File: config.mk
export PLATFORM = sky130hd
export DESIGN_NAME = m3i_merge
export DESIGN_NICKNAME = d
export VERILOG_FILES = /design/src/hdl/m3i_pkg.sv /design/src/hdl/m3i_merge.sv
export SDC_FILE = /design/constraint.sdc
export NUM_CORES = 1
export LEC_CHECK = 0
export BUFFER_PORTS_ARGS = -buffer_cell sky130_fd_sc_hd__buf_2
export CORE_AREA = 2 2 230 232
export DETAILED_ROUTE_END_ITERATION = 12
export DIE_AREA = 0 0 232 234
export GPL_TIMING_DRIVEN = 0
export SLEW_MARGIN = 15
export SYNTH_ARGS = -nofsm -noshare
export SYNTH_HDL_FRONTEND = slang
export SYNTH_SLANG_ARGS = --single-unit
File: constraint.sdc
create_clock -name i_clk -period 1.02 [get_ports i_clk]
set_clock_uncertainty 0.1 [all_clocks]
set_input_delay 0.051 -clock i_clk [delete_from_list [all_inputs] [get_ports i_clk]]
set_output_delay 0.051 -clock i_clk [all_outputs]
set_load 0.01 [all_outputs]
File: src/hdl/m3i_pkg.sv
`timescale 1ns / 1ps
`default_nettype none

package m3i_pkg;

    // Element format: signed fixed point
    localparam int ELEM_WIDTH = 32;
    localparam int FRAC_BITS  = 16;
    localparam int N_ELEM     = 9;
    localparam int N_ROW      = 3;

    // Internal widths, all exact (nothing wraps before saturation)
    localparam int PROD_W = 2 * ELEM_WIDTH;
    localparam int COF_W  = 2 * ELEM_WIDTH + 1;
    localparam int CMAG_W = 2 * ELEM_WIDTH;
    localparam int PART_W = 2 * ELEM_WIDTH + 1;
    localparam int TERM_W = 3 * ELEM_WIDTH + 2;
    localparam int DET_W  = 3 * ELEM_WIDTH + 4;
    localparam int DMAG_W = 3 * ELEM_WIDTH;
    localparam int REM_W  = DMAG_W + 1;
    localparam int NUM_W  = CMAG_W + 2 * FRAC_BITS;
    localparam int CMP_W  = (NUM_W > DMAG_W + ELEM_WIDTH) ? NUM_W : DMAG_W + ELEM_WIDTH;

    // Pipeline depths
    localparam int FRONT_LAT = 6;
    localparam int DIV_STEPS = ELEM_WIDTH;
    localparam int LANE_LAT  = DIV_STEPS + 2;
    localparam int DEN_TAPS  = DIV_STEPS + 2;

    typedef logic signed [ELEM_WIDTH-1:0] t_elem;
    typedef logic signed [PROD_W-1:0]     t_prod;
    typedef logic signed [COF_W-1:0]      t_cof;
    typedef logic signed [PART_W-1:0]     t_part;
    typedef logic signed [TERM_W-1:0]     t_term;
    typedef logic signed [DET_W-1:0]      t_det;
    typedef logic [CMAG_W-1:0]            t_cmag;
    typedef logic [DMAG_W-1:0]            t_dmag;

    typedef struct packed {
        logic valid;
        logic singular;
    } t_ctl;

    localparam t_elem ELEM_MAX = {1'b0, {(ELEM_WIDTH-1){1'b1}}};
    localparam t_elem ELEM_MIN = {1'b1, {(ELEM_WIDTH-1){1'b0}}};
    localparam logic [ELEM_WIDTH:0] POS_LIM = {2'b00, {(ELEM_WIDTH-1){1'b1}}};
    localparam logic [ELEM_WIDTH:0] NEG_LIM = {2'b01, {(ELEM_WIDTH-1){1'b0}}};

    // Cofactor k (already in adjugate order) = +/-(e[A]*e[B] - e[C]*e[D])
    localparam int COF_IDX [N_ELEM][4] = '{
        '{4, 8, 5, 7}, '{1, 8, 2, 7}, '{1, 5, 2, 4},
        '{3, 8, 5, 6}, '{0, 8, 2, 6}, '{0, 5, 2, 3},
        '{3, 7, 4, 6}, '{0, 7, 1, 6}, '{0, 4, 1, 3}
    };
    localparam bit COF_NEG [N_ELEM] = '{1'b0, 1'b1, 1'b0, 1'b1, 1'b0, 1'b1, 1'b0, 1'b1, 1'b0};

endpackage

`default_nettype wire

File: src/hdl/m3i_merge.sv
`timescale 1ns / 1ps
`default_nettype none

module m3i_merge import m3i_pkg::*; (
    input  wire logic  i_clk,
    input  wire logic  i_rst_n,
    input  wire logic  i_en,
    input  wire t_ctl  i_ctl,
    input  wire t_elem i_val [N_ELEM],
    input  wire logic  i_ovf [N_ELEM],
    output logic       o_valid,
    output t_elem      o_val [N_ELEM],
    output logic       o_singular,
    output logic       o_overflow
);

    logic  r_valid;
    t_elem r_val [N_ELEM];
    logic  r_sing;
    logic  r_ovf;
    logic  any_ovf;

    always_comb begin
        any_ovf = 1'b0;
        for (int k = 0; k < N_ELEM; k++) any_ovf = any_ovf | i_ovf[k];
    end

    always_ff @(posedge i_clk) begin
        if (!i_rst_n) begin
            r_valid <= 1'b0;
        end else if (i_en) begin
            r_valid <= i_ctl.valid;
        end
    end

    // zero determinant: drop the lane results
    always_ff @(posedge i_clk) begin
        if (i_en) begin
            r_sing <= i_ctl.singular;
            r_ovf  <= !i_ctl.singular && any_ovf;
            for (int k = 0; k < N_ELEM; k++) begin
                r_val[k] <= i_ctl.singular ? '0 : i_val[k];
            end
        end
    end

    assign o_valid    = r_valid;
    assign o_val      = r_val;
    assign o_singular = r_sing;
    assign o_overflow = r_ovf;

endmodule

`default_nettype wire

; ---- Yosys cells after proc, flatten, opt, wreduce, memory -nomap -nowiden
; Index checks and enable logic that the tools add are counted.
[word_totals]
ff_bits = 291
input_bits = 302
out_inout_bits = 291
[classes]
bitwise = 8
n_reduce_logical = 2
[ops]
columns = op, n
row1 = OR 1 bit, 8
row2 = logical AND 1 bit, 1
row3 = zero test 1 bit, 1

; ---- Depth between registers and ports, before layout
; Gate-level depths: netlist of run 1.
[logic_depth]
ltp_word = 9
mapped_depth = 4
depth_no_buf = 2

; ---- Least setup slack after synthesis of run 1
; Ideal clock, no wire load.
[synth_path]
kind = input-to-reg
from = input port i_ctl[0] in the netlist's numbering
to = register r_val, in the netlist o_val[51], data pin
setup_time_ns = 0.266
arrival_time_ns = 0.634
required_time_ns = 0.654
slack_ns = 0.020
cell_stages = 4
cell_sequence = buf_4 -> buf_4 -> clkbuf_1 -> nor2b_1
[synth_rtl]
columns = element, line_no
row1 = start: declaration, m3i_merge.sv:8  ; input wire t_ctl i_ctl,
row2 = end signal: indexed assignment, m3i_merge.sv:42  ; r_val[k] <= i_ctl.singular ? '0 : i_val[k];
row3 = end: declaration, m3i_merge.sv:18  ; t_elem r_val [N_ELEM];
; No word-level cell between the ends.

; ---- Final worst setup path of run 1
[layout_path]
from = register r_val, in the netlist o_val[145]
to = output port o_val[145] in the netlist's numbering
[layout_rtl]
columns = element, line_no
row1 = end: declaration, m3i_merge.sv:12  ; output t_elem o_val [N_ELEM],
; No word-level cell between the ends.

==> results of run 1 <==
## placed cells by master (no fill, tap or decap)
cell type / n
sky130_fd_sc_hd__clkinv_2: 3
sky130_fd_sc_hd__buf_16: 2
sky130_fd_sc_hd__nor2b_1: 289
sky130_fd_sc_hd__inv_6: 1
sky130_fd_sc_hd__nor2_1: 1
sky130_fd_sc_hd__nor4_1: 1
sky130_fd_sc_hd__clkbuf_2: 1
sky130_fd_sc_hd__clkbuf_16: 38
sky130_fd_sc_hd__clkbuf_4: 1
sky130_fd_sc_hd__edfxtp_1: 290
sky130_fd_sc_hd__clkbuf_1: 15
sky130_fd_sc_hd__a31oi_1: 1
sky130_fd_sc_hd__diode_2: 2
sky130_fd_sc_hd__buf_12: 1
sky130_fd_sc_hd__buf_2: 594
sky130_fd_sc_hd__mux2i_1: 1
sky130_fd_sc_hd__dfxtp_2: 1
sky130_fd_sc_hd__buf_4: 2
sky130_fd_sc_hd__dlygate4sd3_1: 300
sky130_fd_sc_hd__nor3_1: 1
sky130_fd_sc_hd__buf_6: 18
sky130_fd_sc_hd__clkbuf_8: 2
sky130_fd_sc_hd__clkinv_1: 9
## registers in the layout, summed over array words and instances (netlist names)
signal / cells
o_singular: 1
o_valid: 1
o_val: 288
o_overflow: 1
## worst min path at each step
stage,startpoint,end,depth (start not counted)
detailed placement,i_ctl[0],o_singular$_DFFE_PP_,1
floorplan,i_ctl[0],o_singular$_DFFE_PP_,0
finish,i_en,o_val[88]$_SDFFCE_PP0P_,1
global placement,i_ctl[0],o_singular$_DFFE_PP_,1
global route,i_en,o_val[149]$_SDFFCE_PP0P_,1
CTS,i_en,o_val[88]$_SDFFCE_PP0P_,1
## kinds of logic (layout without fill, tap and decap cells)
| kind of cell | count (synthesis) | in the layout | share of synthesized area [%] |
|---|---|---|---|
| compound gates | 1 | 1 | 0.0584 |
| flops | 291 | 291 | 81.4 |
| other cells | 0 | 2 | 0 |
| simple gates | 292 | 292 | 17.0 |
| mux | 1 | 1 | 0.0934 |
| buf+inv | 32 | 987 | 1.45 |
## what timing repair did
item | 4_1_cts | 5_1_grt
gates cloned | 0 | 1
resized for setup | 16 | 19
setup endpoints to repair | 462 | 296
endpoints found under the hold margin | 373 | 82
## metrics by stage
| stage | power, W | utilization [%] | area [um^2] | cells | setup TNS [ns] |
|---|---|---|---|---|---|
| CTS | 0.0304 | 36.0 | 18700 | 2259 | -61.57 |
| detailed placement | 0.0178 | 28.1 | 14600 | 1899 | -231.56 |
| global placement | 0.0178 | 28.0 | 14500 | 1897 | -1366.86 |
| global route | 0.0312 | 36.2 | 18800 | 2262 | -65.59 |
| floorplan | 0.0158 | - | 10700 | 617 | 0 |
| finish | 0.0300 | 36.2 | 18800 | 2262 | -46.83 |
## area by class of cell
cell class	instances	area (um^2)
Sequential cell	291	8730
Clock buffer	47	983
Timing Repair Buffer	895	6170
Clock inverter	13	57.6
Buffer	32	159
Antenna cell	2	5.00
Tap cell	688	861
Multi-Input combinational cell	294	1840
Fill cell	4900	33200
## where the power goes
part	switching [W]	total [W]	internal, W
Sequential	0.000262	0.0145	0.0142
Combinational	0.00191	0.00408	0.00217
Clock	0.00476	0.0115	0.00672
Total	0.00694	0.0300	0.0231
## routing by layer
metal	track usage (%)	vias up	routed length, um
li1	-	4013	-
met1	12.5	4104	13100
met3	4.75	67	3330
met5	0	-	0
met4	4.89	0	1120
met2	22.5	425	18600
==> summary.md, run 1 <==
| Metric | Value |
|---|---|
| Run status | `finished with violations` |
| Failing checks | `hold timing, setup timing` |
| Leading cell type by number of instances after synthesis | `sky130_fd_sc_hd__edfxtp_1` |
| Routed WL | `around 36 mm` |
| Yosys warning total | `0` |
| P_leak | `between 7 and 8 nW` |
| Root cell of the clock tree | `sky130_fd_sc_hd__clkbuf_16` |
| Slack of the worst reg-to-reg path | `0.23 ns` |
| Width of the die | `~230 um` |
| DIE AREA | `about 0.054 mm^2` |
| DRC violation count after routing | `0` |
| Number of max-capacitance violations reported | `0` |
| Post-CTS Setup Bufs | `0` |
| Synth Flop Type | `sky130_fd_sc_hd__edfxtp_1` |
| Detailed placement HPWL | `between 20 and 25 mm` |
| Area fraction of the dominant cell type after synthesis | `between 80% and 90%` |
| Die height | `between 200 and 250 um` |
| Minimum clock period | `roughly 1.3 ns` |
| Via-per-instance ratio | `about 3.8` |
| DRT antenna net count | `0` |
| Final critical-path share of the clock period | `128%` |
| Number of antenna violations at the first check in global routing | `2` |
| Total power per unit cell area | `between 1500 and 2000 mW/mm^2` |
| Count of different cell masters after synthesis | `11` |
| Post-synthesis cell count | `roughly 600` |
| Nets in the synthesized netlist | `919` |
| Clock net sink count | `291` |
| Grt total ovfl | `0` |
| Worst setup path endpoint | `o_val[145]` |
| Transition time of the tightest slew-check pin | `~0.65 ns` |
| Startpoint type of the worst setup path | `flop` |
| Vias after detailed routing | `8609` |
| Max Transition Viols Final | `0` |
| # nets final | `roughly 1900` |
| Crit Path Category | `flop to output port` |
| Top cells by count, synth | `sky130_fd_sc_hd__edfxtp_1 (290), sky130_fd_sc_hd__nor2b_1 (289), sky130_fd_sc_hd__buf_2 (22), sky130_fd_sc_hd__clkbuf_1 (8), sky130_fd_sc_hd__buf_4 (2)` |
| Average wire length per cell after detail routing | `between 15 and 20 um` |
| Clock tree from TritonCTS | `built` |
| Worst Setup Slack, final | `-0.290 ns` |
| Required time worst endpoint | `around 0.87 ns` |
| Fraction of registers with async set or reset after synthesis | `0%` |
| Top Family by Delay on Critical Path | `flip-flops` |
| Path length in cells of the critical path | `1` |
| Endpoints failing hold | `82` |
| Number of buffers inserted by port buffering | `about 590` |
| Cell-by-cell trace of the critical path | `buf_2` |
| Cell types with the largest area share after synthesis | `sky130_fd_sc_hd__edfxtp_1 (81%), sky130_fd_sc_hd__nor2b_1 (17%), sky130_fd_sc_hd__buf_2 (1.0%)` |
| Origin of the worst setup path | `o_val[145]$_SDFFCE_PP0P_` |
| Master of the slowest instance on the critical path | `sky130_fd_sc_hd__edfxtp_1` |
| Number of buffers and inverters on the critical path | `1` |
| Core Area | `about 0.052 mm^2` |
| Wire length of the first global-routing pass | `just over 50 mm` |
| Biggest cell delay along the critical path | `about 0.46 ns` |
| Worst-case setup slack after placement | `-0.694 ns` |
| Fraction of the yosys area taken by sequential cells | `81.4%` |
| Max frequency | `763 MHz` |
| Via count of the first global-routing pass | `~9000` |
| R2r endpoint | `o_valid$_SDFFE_PN0P_` |
| Unrepaired setup endpoints after global routing | `true` |
| Number of hold buffers added after CTS | `300` |
| Initial DRC count | `297` |
| Mean post-synth cell area | `about 17 um^2` |
| Largest fanout of any net on the critical path | `1` |
| Skew-Pair Late Insertion Delay | `roughly 0.52 ns` |
| R2R cell count | `2` |
| Worst rel slew slack | `56.4%` |
| Post-synth design cell area | `~0.011 mm^2` |
| Hold WC Path Type | `primary input to flop` |
| Peak supply drop | `between 0.001 and 0.0015 V` |
| Min Hold Slack | `-0.107 ns` |
| Arrival time at the worst endpoint | `between 1 and 1.5 ns` |
| Post-synthesis sequential element count | `slightly below 300` |
| Bufs on Longest Clock Path | `3` |
| Global router's overall resource usage | `between 10% and 20%` |
| Clock slew at reported path FFs | `0.06 ns` |
| FP Rows | `84` |
| Worst r2r src | `o_valid$_SDFFE_PN0P_` |
| Area growth, synth to finish | `75.4%` |
| Number of enable-type register cells in the synthesized netlist | `between 200 and 300` |
| I/O pin count | `593` |
| Cell taking the most area after synthesis | `sky130_fd_sc_hd__edfxtp_1` |
| Final setup fails | `a little under 300` |
| Starting Density | `between 20% and 30%` |
| Maximum number of pins on one net before global-route repair | `110` |
| Number of CTS-inserted buffers | `34` |
| Ratio of cells with drive above 1 in the final layout | `42.2%` |
| Max H-tree Level | `2` |
| Element type at the critical path end | `output port` |
| RePlAce Congestion | `roughly 0.82` |
| Initial DRT Pass Iterations | `4` |
Power figures use the tool's default switching activity.
==> run 2, diff against run 1 <==
--- a/config.mk
+++ b/config.mk
@@ -5,10 +5,10 @@
 export SDC_FILE = /design/constraint.sdc
 export NUM_CORES = 1
 export LEC_CHECK = 0
-export BUFFER_PORTS_ARGS = -buffer_cell sky130_fd_sc_hd__buf_2
-export CORE_AREA = 2 2 230 232
+export CORE_AREA = 2 2 228 230
 export DETAILED_ROUTE_END_ITERATION = 12
-export DIE_AREA = 0 0 232 234
+export DIE_AREA = 0 0 230 232
+export DONT_BUFFER_PORTS = 1
 export GPL_TIMING_DRIVEN = 0
 export SLEW_MARGIN = 15
 export SYNTH_ARGS = -nofsm -noshare
==> run 2 against run 1 <==
Effect of this change: the flow now stops in clock tree synthesis; synthesized cell count did not move; synthesized area did not move.
==> summary.md, run 2 <==
| Metric | Value |
|---|---|
| Run status | `stopped before the end` |
| Last stage | `clock tree synthesis` |
| Log Error | `[ERROR RSZ-0060] Max buffer count reached.` |
| Area share of and/or/nand/nor cells after synthesis | `about 17%` |
| I/O pin count | `around 590` |
| Largest family of logic cells by synthesized area | `simple AND/OR/NAND/NOR gates` |
| Width of the die | `around 230 um` |
| Post-synth design cell area | `approximately 0.011 mm^2` |
| Number of instances resized during post-cts repair | `1` |
| Root cell of the clock tree | `sky130_fd_sc_hd__clkbuf_16` |
| Number of CTS-inserted buffers | `29` |
| Post-CTS Setup Bufs | `0` |
| Starting Density | `about a fifth` |
| Synth Flop Type | `sky130_fd_sc_hd__edfxtp_1` |
| Parity-gate share of the synthesized area counting xor and xnor cells | `0%` |
| Share of synthesized cell area in full adder, half adder and majority cells | `0%` |
| Number of enable-type register cells in the synthesized netlist | `290` |
| Max H-tree Level | `1` |
| Top cells by count, synth | `sky130_fd_sc_hd__edfxtp_1 (290), sky130_fd_sc_hd__nor2b_1 (289), sky130_fd_sc_hd__buf_2 (22), sky130_fd_sc_hd__clkbuf_1 (8), sky130_fd_sc_hd__buf_4 (2)` |
| Number of buffers inserted by port buffering | `0` |
| Cell types with the largest area share after synthesis | `sky130_fd_sc_hd__edfxtp_1 (81%), sky130_fd_sc_hd__nor2b_1 (17%), sky130_fd_sc_hd__buf_2 (1.0%)` |
| Leading cell type by number of instances after synthesis | `sky130_fd_sc_hd__edfxtp_1` |
| Fraction of the yosys area taken by sequential cells | `about four fifths` |
| Detailed placement HPWL | `about 23 mm` |
| Post-synthesis sequential element count | `between 200 and 300` |
| Nets in the synthesized netlist | `919` |
| Fraction of synthesized area in multiplexers | `0.0933%` |
| Fraction of registers with async set or reset after synthesis | `0%` |
| RePlAce Congestion | `around 0.90` |
| Bufs on Longest Clock Path | `3` |
| FP Rows | `83` |
| Die height | `232 um` |
| Post-synthesis cell count | `617` |
| Clock net sink count | `between 200 and 300` |
| Total placed cells including tap cells | `around 1300` |
| Yosys warning total | `0` |
| Count of different cell masters after synthesis | `11` |
| Number of hold buffers added after CTS | `between 200 and 300` |
| Synthesized-area fraction occupied by ao, oa, aoi and oai cells | `0.0583%` |
| Mean post-synth cell area | `around 17 um^2` |
| Cell taking the most area after synthesis | `sky130_fd_sc_hd__edfxtp_1` |
| Area fraction of the dominant cell type after synthesis | `81.2%` |
[run 2: cells by family after synthesis]
group	count (synthesis)
flip-flops	291
multiplexers	1
AND/OR/NAND/NOR	292
buffers and inverters	32
AO/OA/AOI/OAI	1
[run 2: per-stage QoR]
stage	hold slack [ns]	setup slack, ns	utilization [%]	cell area (um^2)
2_1_floorplan	0.0499	0.0195	-	10700
3_3_place_gp	0.0500	-0.544	22.7	11600
3_5_place_dp	0.0502	-0.553	22.7	11600
==> run 3, diff against run 2 <==
--- a/config.mk
+++ b/config.mk
@@ -5,11 +5,12 @@
 export SDC_FILE = /design/constraint.sdc
 export NUM_CORES = 1
 export LEC_CHECK = 0
-export CORE_AREA = 2 2 228 230
+export CORE_AREA = 2 2 230 232
 export DETAILED_ROUTE_END_ITERATION = 12
-export DIE_AREA = 0 0 230 232
+export DIE_AREA = 0 0 232 234
 export DONT_BUFFER_PORTS = 1
 export GPL_TIMING_DRIVEN = 0
+export PLACE_DENSITY_LB_ADDON = 0.15
 export SLEW_MARGIN = 15
 export SYNTH_ARGS = -nofsm -noshare
 export SYNTH_HDL_FRONTEND = slang
==> constraint.sdc (replaced) <==
create_clock -name i_clk -period 1.3 [get_ports i_clk]
set_clock_uncertainty 0.1 [all_clocks]
set_input_delay 0.065 -clock i_clk [delete_from_list [all_inputs] [get_ports i_clk]]
set_output_delay 0.065 -clock i_clk [all_outputs]
set_load 0.01 [all_outputs]
==> run 3 against run 2 <==
Effect of this change: the flow again stops in clock tree synthesis; synthesized cell count unchanged; synthesized area unchanged.
==> summary.md, run 3 <==
| Metric | Value |
|---|---|
| Number of CTS-inserted buffers | `36` |
| Count of different cell masters after synthesis | `11` |
| Number of enable-type register cells in the synthesized netlist | `290` |
| Fraction of the yosys area taken by sequential cells | `81.4%` |
| Top cells by count, synth | `sky130_fd_sc_hd__edfxtp_1 (290), sky130_fd_sc_hd__nor2b_1 (289), sky130_fd_sc_hd__buf_2 (22), sky130_fd_sc_hd__clkbuf_1 (8), sky130_fd_sc_hd__buf_4 (2)` |
| Total placed cells including tap cells | `~1300` |
| Area fraction of the dominant cell type after synthesis | `81.2%` |
| Nets in the synthesized netlist | `919` |
| Root cell of the clock tree | `sky130_fd_sc_hd__clkbuf_16` |
| Number of hold buffers added after CTS | `274` |
| Cell types with the largest area share after synthesis | `sky130_fd_sc_hd__edfxtp_1 (81%), sky130_fd_sc_hd__nor2b_1 (17%), sky130_fd_sc_hd__buf_2 (1.0%)` |
| Max H-tree Level | `2` |
| Detailed placement HPWL | `around 22 mm` |
| FP Rows | `84` |
| Number of instances resized during post-cts repair | `0` |
| Log Error | `[ERROR RSZ-0060] Max buffer count reached.` |
| Width of the die | `approximately 230 um` |
| Cell taking the most area after synthesis | `sky130_fd_sc_hd__edfxtp_1` |
| Bufs on Longest Clock Path | `3` |
| Starting Density | `about a fifth` |
| Post-synthesis sequential element count | `291` |
| Post-synthesis cell count | `617` |
| Number of buffers inserted by port buffering | `0` |
| Post-synth design cell area | `0.0107 mm^2` |
| Run status | `stopped before the end` |
| I/O pin count | `a little under 600` |
| Clock net sink count | `approximately 290` |
| RePlAce Congestion | `between 0.8 and 0.9` |
| Last stage | `clock tree synthesis` |
| Fraction of registers with async set or reset after synthesis | `0%` |
| Synth Flop Type | `sky130_fd_sc_hd__edfxtp_1` |
| Post-CTS Setup Bufs | `0` |
| Leading cell type by number of instances after synthesis | `sky130_fd_sc_hd__edfxtp_1` |
| Die height | `around 230 um` |
| Mean post-synth cell area | `17.4 um^2` |
| Yosys warning total | `0` |
==> run 3: cell counts after synthesis <==
Identical to the previous run, type by type.
==> run 3: kinds of logic after synthesis <==
logic type	share of synthesized area (%)
multiplexers	0.0934
AND/OR/NAND/NOR	17.0
buffers and inverters	1.45
AO/OA/AOI/OAI	0.0584
flip-flops	81.4
==> run 3: metrics by stage <==
stage	hold WS [ns]	utilization [%]	cell area (um^2)	worst slack [ns]	setup TNS, ns
after floorplan	0.0639	-	10700	0.286	0
after global placement	0.0643	22.3	11600	-0.114	-2.53
after detailed placement	0.0642	22.3	11600	-0.142	-4.51
